## config.mk

```make
export PLATFORM = sky130hd
export DESIGN_NAME = three_level_priority_job_queue_unit_flat
export DESIGN_NICKNAME = d
export VERILOG_FILES = /design/src/tpjq_pkg.sv /design/src/tpjq_if.sv /design/src/tpjq_tag_ram.sv /design/src/three_level_priority_job_queue_unit.sv /design/src/flat_wrapper.sv
export SDC_FILE = /design/constraint.sdc
export NUM_CORES = 1
export LEC_CHECK = 0
export BUFFER_PORTS_ARGS = -buffer_cell sky130_fd_sc_hd__buf_2
export CAP_MARGIN = 20
export CORE_MARGIN = 2
export CORE_UTILIZATION = 50
export DETAILED_ROUTE_END_ITERATION = 6
export PLACE_DENSITY = 0.68
export SLEW_MARGIN = 0
export SYNTH_ARGS = -nofsm -noshare
export SYNTH_HDL_FRONTEND = slang
export SYNTH_SLANG_ARGS = --single-unit
```

## constraint.sdc

```tcl
create_clock -name i_clk -period 4.45 [get_ports i_clk]
set_clock_uncertainty 0.15 [all_clocks]
set_input_delay 0.89 -clock i_clk [delete_from_list [all_inputs] [get_ports i_clk]]
set_output_delay 0.89 -clock i_clk [all_outputs]
set_load 0.1 [all_outputs]
```

## src/tpjq_pkg.sv

```systemverilog
// ---------------------------------------------------------------------------
// Three-level priority job queue: package
// Field widths, operation, level and status codes for the interfaces, unit, checker and testbench.
// ---------------------------------------------------------------------------
`default_nettype none

package tpjq_pkg;

    localparam int KIND_W    = 2;
    localparam int TAG_W     = 16;
    localparam int LEVEL_W   = 2;
    localparam int STATUS_W  = 2;
    localparam int PENDING_W = 6;

    typedef logic [KIND_W-1:0]    t_kind;
    typedef logic [TAG_W-1:0]     t_tag;
    typedef logic [LEVEL_W-1:0]   t_level;
    typedef logic [STATUS_W-1:0]  t_status;
    typedef logic [PENDING_W-1:0] t_pending;

    localparam t_kind KIND_PUSH  = 2'd0;
    localparam t_kind KIND_POP   = 2'd1;
    localparam t_kind KIND_CLEAR = 2'd2;

    localparam t_level LEVEL_HIGH   = 2'd0;
    localparam t_level LEVEL_NORMAL = 2'd1;
    localparam t_level LEVEL_LOW    = 2'd2;

    localparam t_status STATUS_DONE  = 2'd0;
    localparam t_status STATUS_FULL  = 2'd1;
    localparam t_status STATUS_EMPTY = 2'd2;

    localparam t_pending PENDING_MAX = 6'd63;

endpackage

`default_nettype wire

```

## src/tpjq_if.sv

```systemverilog
// ---------------------------------------------------------------------------
// Three-level priority job queue: channel interfaces
// Valid/ready channels for job operations and for their results.
// ---------------------------------------------------------------------------
`default_nettype none

interface tpjq_job_if;
    import tpjq_pkg::*;

    logic   valid;
    logic   ready;
    t_kind  kind;
    t_tag   job_tag;
    t_level priority_req;

    modport source (output valid, output kind, output job_tag, output priority_req,
                    input ready);
    modport sink   (input valid, input kind, input job_tag, input priority_req,
                    output ready);
endinterface

interface tpjq_result_if;
    import tpjq_pkg::*;

    logic     valid;
    logic     ready;
    t_status  status;
    t_tag     popped_tag;
    t_level   popped_level;
    t_pending pending_count;

    modport source (output valid, output status, output popped_tag, output popped_level,
                    output pending_count, input ready);
    modport sink   (input valid, input status, input popped_tag, input popped_level,
                    input pending_count, output ready);
endinterface

`default_nettype wire

```

## src/tpjq_tag_ram.sv

```systemverilog
// ---------------------------------------------------------------------------
// Three-level priority job queue: tag memory
// Simple dual-port synchronous RAM, one write and one registered read port.
// ---------------------------------------------------------------------------
`default_nettype none

module tpjq_tag_ram #(
    parameter int ADDR_BITS = 6,
    parameter int DATA_BITS = 16
) (
    input  wire logic                 i_clk,
    input  wire logic                 i_wr_en,
    input  wire logic [ADDR_BITS-1:0] i_wr_addr,
    input  wire logic [DATA_BITS-1:0] i_wr_data,
    input  wire logic                 i_rd_en,
    input  wire logic [ADDR_BITS-1:0] i_rd_addr,
    output logic      [DATA_BITS-1:0] o_rd_data
);

    localparam int DEPTH = 1 << ADDR_BITS;

    logic [DATA_BITS-1:0] r_mem [DEPTH];
    logic [DATA_BITS-1:0] r_rd_data;

    always_ff @(posedge i_clk) begin
        if (i_wr_en) begin
            r_mem[i_wr_addr] <= i_wr_data;
        end
    end

    // Read data holds until the next read, so a stalled consumer keeps it.
    always_ff @(posedge i_clk) begin
        if (i_rd_en) begin
            r_rd_data <= r_mem[i_rd_addr];
        end
    end

    assign o_rd_data = r_rd_data;

endmodule

`default_nettype wire

```

## src/three_level_priority_job_queue_unit.sv

```systemverilog
// ---------------------------------------------------------------------------
// Three-level priority job queue unit
// Three bounded FIFO queues of job tags served in strict priority order.
// ---------------------------------------------------------------------------
// Each transfer on the job channel is one operation: a push appends job_tag
// to the high, normal or low queue (priority code three goes to normal), a
// pop removes the oldest tag of the highest non-empty queue, and a clear
// empties all three queues. Every operation produces exactly one transfer on
// the result channel, carrying a status (done, push rejected because the
// queue is full, or pop found all queues empty), the popped tag and its level
// (zero unless a pop succeeded), and the total number of pending tags after
// the operation, saturated at 63. The unknown kind code three does nothing
// and reports done. The unit sustains one operation per clock cycle while
// the consumer takes results as they come. The edge of the job transfer
// performs the registered read of the tag memory and loads stage one;
// stage one then moves on into the output register, which drives the
// result channel. The job channel stalls only when both of those stages
// hold results the consumer has not yet taken. The tags of all three
// queues live in one synchronous RAM addressed by level and queue slot;
// pointers and fill counts are small registers, so no clearing pass runs
// after reset and a clear takes effect as soon as it is accepted. Memory
// entries are never read before they are written.
// ---------------------------------------------------------------------------
`default_nettype none

module three_level_priority_job_queue_unit #(
    parameter int QUEUE_DEPTH = 16,
    parameter int TAG_BITS    = 16
) (
    input  wire logic      i_clk,
    input  wire logic      i_rst_n,
    tpjq_job_if.sink       i_job,
    tpjq_result_if.source  o_result
);
    import tpjq_pkg::*;

    localparam int PTR_BITS   = (QUEUE_DEPTH > 1) ? $clog2(QUEUE_DEPTH) : 1;
    localparam int CNT_BITS   = $clog2(QUEUE_DEPTH + 1);
    // Only the low STORE_BITS bits of a tag, at most 16, ever reach the memory or the result.
    localparam int STORE_BITS = (TAG_BITS < TAG_W) ? TAG_BITS : TAG_W;
    localparam int ADDR_BITS  = LEVEL_W + PTR_BITS;
    localparam int SUM_BITS   = (CNT_BITS + 2 > PENDING_W) ? CNT_BITS + 2 : PENDING_W;
    localparam int NUM_LEVELS = 3;

    // Queue bookkeeping, one entry per level.
    logic [PTR_BITS-1:0] r_rptr [NUM_LEVELS];
    logic [PTR_BITS-1:0] r_wptr [NUM_LEVELS];
    logic [CNT_BITS-1:0] r_cnt  [NUM_LEVELS];
    logic [PTR_BITS-1:0] n_rptr [NUM_LEVELS];
    logic [PTR_BITS-1:0] n_wptr [NUM_LEVELS];
    logic [CNT_BITS-1:0] n_cnt  [NUM_LEVELS];

    // Stage one: operation accepted, tag read in flight.
    logic    r_s1_valid;
    t_status r_s1_status;
    t_level  r_s1_level;
    logic    r_s1_hit;
    logic    n_s1_hit;
    t_status n_s1_status;

    // Output register.
    logic     r_out_valid;
    t_status  r_out_status;
    t_tag     r_out_tag;
    t_level   r_out_level;
    t_pending r_out_pending;

    logic                  accept;
    logic                  s1_go;
    t_level                push_level;
    t_level                pop_level;
    logic                  pop_found;
    logic                  push_full;
    logic                  wr_en;
    logic                  rd_en;
    logic [ADDR_BITS-1:0]  wr_addr;
    logic [ADDR_BITS-1:0]  rd_addr;
    logic [STORE_BITS-1:0] rd_data;
    logic [SUM_BITS-1:0]   pending_sum;
    t_pending              pending_sat;

    // Stage one moves on whenever the output register is free or being taken.
    // A new job is taken only when stage one is empty or moving on, so the
    // RAM read data always belongs to the operation sitting in stage one.
    assign s1_go    = r_s1_valid && (!r_out_valid || o_result.ready);
    assign i_job.ready = !r_s1_valid || s1_go;
    assign accept   = i_job.valid && i_job.ready;

    // Priority code three maps to the normal queue.
    always_comb begin
        case (i_job.priority_req)
            LEVEL_HIGH: push_level = LEVEL_HIGH;
            LEVEL_LOW:  push_level = LEVEL_LOW;
            default:    push_level = LEVEL_NORMAL;
        endcase
    end

    assign push_full = (r_cnt[push_level] == CNT_BITS'(QUEUE_DEPTH));

    // Strict priority: the first non-empty level wins.
    always_comb begin
        pop_found = 1'b1;
        if (r_cnt[LEVEL_HIGH] != '0) begin
            pop_level = LEVEL_HIGH;
        end else if (r_cnt[LEVEL_NORMAL] != '0) begin
            pop_level = LEVEL_NORMAL;
        end else if (r_cnt[LEVEL_LOW] != '0) begin
            pop_level = LEVEL_LOW;
        end else begin
            pop_level = LEVEL_HIGH;
            pop_found = 1'b0;
        end
    end

    always_comb begin
        n_rptr      = r_rptr;
        n_wptr      = r_wptr;
        n_cnt       = r_cnt;
        n_s1_hit    = 1'b0;
        n_s1_status = STATUS_DONE;
        wr_en       = 1'b0;
        rd_en       = 1'b0;
        case (i_job.kind)
            KIND_PUSH: begin
                if (push_full) begin
                    n_s1_status = STATUS_FULL;
                end else begin
                    wr_en              = accept;
                    n_wptr[push_level] = (r_wptr[push_level] == PTR_BITS'(QUEUE_DEPTH - 1))
                                         ? '0 : r_wptr[push_level] + 1'b1;
                    n_cnt[push_level]  = r_cnt[push_level] + 1'b1;
                end
            end
            KIND_POP: begin
                if (pop_found) begin
                    rd_en             = accept;
                    n_s1_hit          = 1'b1;
                    n_rptr[pop_level] = (r_rptr[pop_level] == PTR_BITS'(QUEUE_DEPTH - 1))
                                        ? '0 : r_rptr[pop_level] + 1'b1;
                    n_cnt[pop_level]  = r_cnt[pop_level] - 1'b1;
                end else begin
                    n_s1_status = STATUS_EMPTY;
                end
            end
            KIND_CLEAR: begin
                for (int i = 0; i < NUM_LEVELS; i++) begin
                    n_rptr[i] = '0;
                    n_wptr[i] = '0;
                    n_cnt[i]  = '0;
                end
            end
            default: begin
                // Unused kind code: no change, reported as done.
            end
        endcase
    end

    assign wr_addr = {push_level, r_wptr[push_level]};
    assign rd_addr = {pop_level, r_rptr[pop_level]};

    tpjq_tag_ram #(
        .ADDR_BITS (ADDR_BITS),
        .DATA_BITS (STORE_BITS)
    ) u_tag_ram (
        .i_clk     (i_clk),
        .i_wr_en   (wr_en),
        .i_wr_addr (wr_addr),
        .i_wr_data (i_job.job_tag[STORE_BITS-1:0]),
        .i_rd_en   (rd_en),
        .i_rd_addr (rd_addr),
        .o_rd_data (rd_data)
    );

    always_ff @(posedge i_clk) begin
        if (!i_rst_n) begin
            for (int i = 0; i < NUM_LEVELS; i++) begin
                r_rptr[i] <= '0;
                r_wptr[i] <= '0;
                r_cnt[i]  <= '0;
            end
        end else if (accept) begin
            r_rptr <= n_rptr;
            r_wptr <= n_wptr;
            r_cnt  <= n_cnt;
        end
    end

    // While stage one holds an operation no newer one has been taken, so the
    // fill counts are exactly those left behind by that operation.
    assign pending_sum = SUM_BITS'(r_cnt[LEVEL_HIGH]) + SUM_BITS'(r_cnt[LEVEL_NORMAL])
                       + SUM_BITS'(r_cnt[LEVEL_LOW]);
    assign pending_sat = (pending_sum > SUM_BITS'(PENDING_MAX))
                         ? PENDING_MAX : pending_sum[PENDING_W-1:0];

    always_ff @(posedge i_clk) begin
        if (!i_rst_n) begin
            r_s1_valid <= 1'b0;
        end else if (accept) begin
            r_s1_valid <= 1'b1;
        end else if (s1_go) begin
            r_s1_valid <= 1'b0;
        end
    end

    always_ff @(posedge i_clk) begin
        if (accept) begin
            r_s1_status <= n_s1_status;
            r_s1_level  <= pop_level;
            r_s1_hit    <= n_s1_hit;
        end
    end

    always_ff @(posedge i_clk) begin
        if (!i_rst_n) begin
            r_out_valid <= 1'b0;
        end else if (s1_go) begin
            r_out_valid <= 1'b1;
        end else if (o_result.ready) begin
            r_out_valid <= 1'b0;
        end
    end

    always_ff @(posedge i_clk) begin
        if (s1_go) begin
            r_out_status  <= r_s1_status;
            r_out_tag     <= r_s1_hit ? TAG_W'(rd_data) : '0;
            r_out_level   <= r_s1_hit ? r_s1_level : LEVEL_HIGH;
            r_out_pending <= pending_sat;
        end
    end

    assign o_result.valid         = r_out_valid;
    assign o_result.status        = r_out_status;
    assign o_result.popped_tag    = r_out_tag;
    assign o_result.popped_level  = r_out_level;
    assign o_result.pending_count = r_out_pending;

endmodule

`default_nettype wire

```

## src/flat_wrapper.sv

```systemverilog
// flat-port wrapper written by rule: the top's interface ports become plain ports
module three_level_priority_job_queue_unit_flat import tpjq_pkg::*;
#(
    parameter int QUEUE_DEPTH = 16,
    parameter int TAG_BITS    = 16
)
  (i_clk, i_rst_n, i_job_valid, i_job_kind, i_job_job_tag, i_job_priority_req, i_job_ready, o_result_valid, o_result_status, o_result_popped_tag, o_result_popped_level, o_result_pending_count, o_result_ready);
  tpjq_job_if i_job_i ();
  tpjq_result_if o_result_i ();
  input  wire logic i_clk;
  input  wire logic i_rst_n;
  input wire logic [$bits(i_job_i.valid)-1:0] i_job_valid;
  input wire logic [$bits(i_job_i.kind)-1:0] i_job_kind;
  input wire logic [$bits(i_job_i.job_tag)-1:0] i_job_job_tag;
  input wire logic [$bits(i_job_i.priority_req)-1:0] i_job_priority_req;
  output wire logic [$bits(i_job_i.ready)-1:0] i_job_ready;
  output wire logic [$bits(o_result_i.valid)-1:0] o_result_valid;
  output wire logic [$bits(o_result_i.status)-1:0] o_result_status;
  output wire logic [$bits(o_result_i.popped_tag)-1:0] o_result_popped_tag;
  output wire logic [$bits(o_result_i.popped_level)-1:0] o_result_popped_level;
  output wire logic [$bits(o_result_i.pending_count)-1:0] o_result_pending_count;
  input wire logic [$bits(o_result_i.ready)-1:0] o_result_ready;
  assign i_job_i.valid = i_job_valid;
  assign i_job_i.kind = i_job_kind;
  assign i_job_i.job_tag = i_job_job_tag;
  assign i_job_i.priority_req = i_job_priority_req;
  assign i_job_ready = i_job_i.ready;
  assign o_result_valid = o_result_i.valid;
  assign o_result_status = o_result_i.status;
  assign o_result_popped_tag = o_result_i.popped_tag;
  assign o_result_popped_level = o_result_i.popped_level;
  assign o_result_pending_count = o_result_i.pending_count;
  assign o_result_i.ready = o_result_ready;
  three_level_priority_job_queue_unit #(.QUEUE_DEPTH(QUEUE_DEPTH), .TAG_BITS(TAG_BITS)) u_core (.i_clk(i_clk), .i_rst_n(i_rst_n), .i_job(i_job_i), .o_result(o_result_i));
endmodule
```

==> results of run 1 <==
==> report_power, final <==
part           internal [uW]  switching [uW]  total, uW
clock                   4160            3090       7250
combinational            205             560        764
sequential              8850            21.4       8870
==> flip-flops by register name, summed over array words and instances (netlist names) <==
name / flops
u_core.o_result.pending_count: 6
u_core.o_result.popped_level: 2
u_core.o_result.popped_tag: 16
u_core.o_result.status: 2
u_core.o_result.valid: 1
u_core.r_cnt: 15
u_core.r_rptr: 12
u_core.r_s1_hit: 1
u_core.r_s1_level: 2
u_core.r_s1_status: 2
u_core.r_s1_valid: 1
u_core.r_wptr: 12
u_core.u_tag_ram.o_rd_data: 16
u_core.u_tag_ram.r_mem: 768
==> synth_stat cells (all sizes together), types with 5 or more instances <==
cell       n
o2111ai   12
ha        20
xor2       6
or4       13
nor2b     43
nand3    114
buf       67
a21oi     43
nand4     14
a41oi     12
a31oi     43
nor4       7
xnor2      8
nand2    383
mux2      15
inv       21
a22oi     32
dfxtp     41
a32o       5
o21a       6
nor3       8
o211ai    18
mux2i     80
nand2b    17
or3        8
edfxtp   815
a21o       5
o22ai     13
nor2      99
mux4      63
o21bai     6
and2      22
clkbuf    44
a32oi     12
o21ai     79
a221o     14
==> metrics by stage <==
stage,util (%),setup WS [ps],std cells,TNS [ps]
floorplan,-,158,2256,0
global placement,53.3,-4.44,3210,-4.44
detailed placement,53.3,8.35,3210,0
CTS,57.4,23.5,3369,0
global route,57.9,12.3,3381,0
finish,57.9,74.1,3383,0
==> logic make-up (layout without fill, tap and decap cells) <==
family                   after synthesis  in the layout
AO/OA/AOI/OAI                        335            335
other                                  0              2
AND/OR/NAND/NOR                      739            739
XOR/XNOR                              14             14
multiplexers                         158            158
adder cells (fa/ha/maj)               22             22
buffers and inverters                132            375
flip-flops                           856            856
==> cell type report <==
cell class              count  area [um2]  area share [%]
diodes                      2        5.00          0.0127
clock buffers             105        2300            5.81
clock inverters            54         542            1.37
inverters                  21        86.3           0.218
multi-input cells        1268        8490            21.5
flip-flops and latches    856       25300            64.0
well taps                 882        1100            2.79
repair buffers            195        1730            4.37
==> worst register-to-register path, cell delays in order (launching register included) <==
cell	delay (ps)
dfxtp_1	370
or4_1	620
nor2_1	270
o2bb2ai_1	170
a21oi_4	310
buf_12	340
nand3_4	300
o211ai_1	620
o21ai_0	400
or4_1	580
==> worst paths after layout <==
path	startpoint	end	slack, ps	cells past startpoint
setup / recovery	u_core.r_cnt[1]$_SDFFE_PN0P_	u_core.u_tag_ram.o_rd_data[8]$_DFFE_PP_	70	9
hold / removal	u_core.r_s1_status[1]$_SDFFCE_PN0P_	u_core.o_result.status[1]$_DFFE_PP_	280	0
setup reg to reg	u_core.r_cnt[1]$_SDFFE_PN0P_	u_core.u_tag_ram.o_rd_data[8]$_DFFE_PP_	70	9
hold reg to reg	u_core.r_s1_status[1]$_SDFFCE_PN0P_	u_core.o_result.status[1]$_DFFE_PP_	280	0
==> layer usage <==
metal | vias up | track usage (%) | routed length (um)
li1 | 9049 | - | -
met1 | 10700 | 38.2 | 38000
met2 | 1332 | 40.1 | 42800
met3 | 213 | 6.80 | 11200
met4 | 4 | 11.7 | 4060
met5 | - | 0 | 22
==> repair_timing <==
action	CTS	global route
hold buffers	0	0
setup endpoints to repair	0	7
resized for setup	0	2
==> impl_metrics.toml, run 1 <==
[floorplan]
die_area_um2 = 70900
start_util_pct = 50.3
die_y_um = 266
core_region_area_um2 = 68300
ioPinCount = 52
num_rows = 96
die_w_um = 266

[final_layout]
drive_gt1_share_pct = 17.2
fin_nets = 2475
most-common-layout-cells = "edfxtp_1, nand2_1, buf_4"
fin_area_um2 = 39500
area_growth_pct = 14.9
fillers = 5139
final_common_cell = "edfxtp_1"

[timing]
whs_ps = 276
worstMarginPinSlew_ps = 1160
fin_crit_sh_pct = 98.3
setup-violations-final = 0
slew_headroom_pct = 22.5
period_minus_slack_ps = 4380
finalMaxSlewViolations = 0
hold_viol_final = 0
rsz0062_at_grt = "no"
fmax_mhz = 229

[synthesis]
ys_top_cells_by_area = "edfxtp_1, nand2_1, mux4_2"
synth-simple-area-share_pct = 9.68
ys_async_sr_fraction_pct = 0
netlist_area_um2 = 34400
synth_seq_cells = 856
synth_top_family_by_area = "simple AND/OR/NAND/NOR gates"
synthMuxAreaShare_pct = 6.95
synth_xor_area_share_pct = 0.356
synth-edff-count = 815
netlist.area_leader.share_pct = 71.1
synthCells = 2256
synthAdderAreaFrac_pct = 0.844
yosysWarnings = 0
ys_types = 80
ys_seq_area_share_pct = 73.5
synth_nets = 2302
synthFlopType = "edfxtp_1"
synth_compound_area_share_pct = 6.67
synth_top_area_cell = "edfxtp_1"
syn_avg_cell_area_um2 = 15.3

[routing]
routedWlPerCell_um = 28.4
vias = 21300
initialDrtViolationCount = 2992
post-route-drc-count = 0
first_pass_iters = 6
wirelength_mm = 96.0
postRouteAntennaNets = 0
vias_per_cell = 6.29

[setup_path]
slowest_stage = "or4_1"
cp_cell_sequence = "or4_1 > nor2_1 > o2bb2ai_1 > a21oi_4 > buf_12 > nand3_4 > o211ai_1 > o21ai_0 > or4_1"
worstPathBufferInverterCount = 1
path_delay_family = "simple AND/OR/NAND/NOR gates"
crit_required_ps = 4700
end_kind = "register"
slowest_delay_ps = 620
criticalPathCategory = "register to register"
start_kind = "register"
crit_top_cell = "or4_1"
crit_path_max_fanout = 65
arrival_ps = 4630

[grt]
overflow = 0
grt_max_degree = 66
grt_pass1_vias = 20400
antenna_found_initial = 6
grt_usage_pct = 27.0
grt_first_pass_wirelength_mm = 139

[power_and_ir_drop]
powerDensity_nw_per_um2 = 427
p_leak_uw = 0.0132
peakVddDrop_mv = 0.292
total_power_uw = 16900

[outcome]
status = "complete, no violations"

[clock_network]
cts_sinks = 856
htreeDepth = 3
root_buffer = "clkbuf_16"
postCtsSetupBuffers = 0
clockBufferDepth = 3
clkTransAtPathRegs_ps = 60
cts_inserted_buffers = 87
cts_tree = "built"
clk_latency_ps = 650

[placement]
port-buffer-count = 51
dp_hpwl_mm = 61.3
gp_congestion = 0.926
placed_area_um2 = 36400

[hold_path]
hold_class = "register to register"

[job]
cap_violations = 0
Power figures use the tool's default switching activity.
==> run 2, diff against run 1 <==
Settings changed: CORE_UTILIZATION 50 to 30, PLACE_DENSITY 0.68 to unset, SETUP_SLACK_MARGIN set to 0.5.
==> impl_metrics.toml, run 2 (synthesis results as in run 1) <==
[clock_network]
cts_inserted_buffers = 89
clkTransAtPathRegs_ps = 60
htreeDepth = 3
cts_tree = "built"
hold_buffers = 0
cts_sinks = 856
clk_latency_ps = 670
root_buffer = "clkbuf_16"
clockBufferDepth = 3

[floorplan]
start_util_pct = 30.2
ioPinCount = 52
core_region_area_um2 = 114000
die_area_um2 = 117000
die_y_um = 343
die_w_um = 343
num_rows = 124

[final_layout]
most-common-layout-cells = "edfxtp_1, nand2_1, buf_4"
seqCellArea_um2 = 25300
drive_gt1_share_pct = 20.1
final_common_cell = "edfxtp_1"
multi_input_area_um2 = 8710
fillers = 10700
area_growth_pct = 19.0
fin_nets = 2508
largest_reg_flops = 768
top_register = "u_core.u_tag_ram.r_mem"

[timing]
period_minus_slack_ps = 3940
fmax_mhz = 254
rsz0062_at_grt = "yes"
worstMarginPinSlew_ps = 1120
slew_headroom_pct = 25.4
finalSetupTns_ps = 0
setup_ws_ps = 515
finalMaxSlewViolations = 0
setup-violations-final = 0
fin_crit_sh_pct = 88.4
hold_viol_final = 0

[job]
cap_violations = 0

[hold_path]
hold_class = "register to register"
whs_path_depth = 0
min_from = "u_core.r_s1_status[0]$_SDFFCE_PN0P_"
hold_end = "u_core.o_result.status[0]$_DFFE_PP_"

[grt]
overflow = 0
grt_max_degree = 65
antenna_found_initial = 10
grt_pass1_vias = 19900
grt_usage_pct = 16.5
grt_first_pass_wirelength_mm = 142

[routing]
wirelength_mm = 99.3
post-route-drc-count = 0
postRouteAntennaNets = 0
routedWlPerCell_um = 24.5
first_pass_iters = 5
vias = 20800
vias_per_cell = 5.14
initialDrtViolationCount = 2522

[setup_path]
slowest_stage = "or4_4"
worstPathBufferInverterCount = 3
r2r-start = "u_core.r_cnt[10]$_SDFFE_PN0P_"
cp_cell_sequence = "or4_4 > nor2_4 > nand2b_4 > a21oi_4 > clkinv_8 > buf_12 > nor2_1 > buf_4 > nand3_1 > nand4_1 > o21ai_0 > or4_1"
arrival_ps = 4190
criticalPathCategory = "register to register"
reg2reg_to = "u_core.u_tag_ram.o_rd_data[8]$_DFFE_PP_"
path_delay_family = "simple AND/OR/NAND/NOR gates"
reg2reg_slack_ps = 510
rr_worst_depth = 12
crit_required_ps = 4710
crit_path_max_fanout = 33
start_kind = "register"
slowest_delay_ps = 600
end_kind = "register"

[power_and_ir_drop]
clkPwrFrac_pct = 43.7
intPower_uw = 13400
p_comb_share_pct = 4.6
p_switching_uw = 3760
power_frac_seq_pct = 51.7
switching_share_pct = 22.0
p_leak_uw = 0.0135
peakVddDrop_mv = 0.301
powerDensity_nw_per_um2 = 418

[outcome]
status = "complete, no violations"

[placement]
dp_hpwl_mm = 63.3
port-buffer-count = 51
dp_worst_setup_slack_ps = 164
gp_congestion = 0.902
-- run 2: changes by cell type in the layout (fill, tap and decap cells not counted), moves of 4 or more --
cell        change
mux2i_2         +4
nor2_1         -21
nor2_2         +20
o2111ai_1       -5
buf_6           +8
buf_12          -9
clkbuf_1        +4
o2111ai_2       +5
buf_4          +23
clkinvlp_4      -4
mux2i_1         -4
a31oi_1         -4
clkbuf_16       +4
-- run 2: worst max-delay path by stage --
| stage | endpoint | depth (start not counted) | slack (ps) | startpoint |
|---|---|---|---|---|
| floorplan | u_core.u_tag_ram.r_mem[0][0]$_DFFE_PP_ | 10 | 340 | i_job_priority_req[0] |
| global placement | u_core.u_tag_ram.o_rd_data[4]$_DFFE_PP_ | 9 | 210 | u_core.r_cnt[9]$_SDFFE_PN0P_ |
| detailed placement | u_core.u_tag_ram.o_rd_data[4]$_DFFE_PP_ | 9 | 160 | u_core.r_cnt[5]$_SDFFE_PN0P_ |
| CTS | u_core.u_tag_ram.o_rd_data[12]$_DFFE_PP_ | 12 | 490 | u_core.r_cnt[10]$_SDFFE_PN0P_ |
| global route | u_core.u_tag_ram.o_rd_data[15]$_DFFE_PP_ | 11 | 460 | u_core.r_cnt[10]$_SDFFE_PN0P_ |
| finish | u_core.u_tag_ram.o_rd_data[8]$_DFFE_PP_ | 12 | 510 | u_core.r_cnt[10]$_SDFFE_PN0P_ |
-- run 2: cell type report --
cell class                 instances  share of cell area (%)
tap                             1512                    4.62
multi-input combinational       1268                    21.3
timing repair buffer             225                    4.89
timing repair inverter             1                  0.0214
inverter                          21                   0.254
sequential                       856                    61.8
antenna                            1                 0.00611
clock buffer                     108                    5.64
clock inverter                    56                    1.55
-- run 2: timing repair --
action | 4_1_cts | 5_1_grt
cloned | 2 | 4
resized for setup | 19 | 44
endpoints found under the setup margin | 15 | 15
pin swaps | 6 | 8
setup buffers | 11 | 7
-- run 2: layer usage --
metal  global-route usage (%)  share of wire [%]  wire [um]
met5                        0              0.086         85
met4                     5.20                3.1       3060
met3                     3.19                8.4       8370
met2                     26.0                 46      45700
met1                     23.0                 42      42100
-- run 2: per-stage QoR --
step                area [um2]  power [uW]  util, %  instances  hold slack (ps)
global route             41000       17600     35.9       4047              276
detailed placement       37300        9780     32.7       3855              258
finish                   41000       17100     35.9       4048              268
CTS                      40500       17200     35.5       4032              270
floorplan                34500        9400        -       2256              250
global placement         37300        9770     32.7       3854              253
-- run 2: power by group through the flow --
stage	logic [uW]	registers (uW)	clock network [uW]
floorplan	288	9120	0
global placement	734	9040	0
detailed placement	743	9040	0
CTS	758	8870	7580
global route	829	8870	7900
finish	789	8870	7480
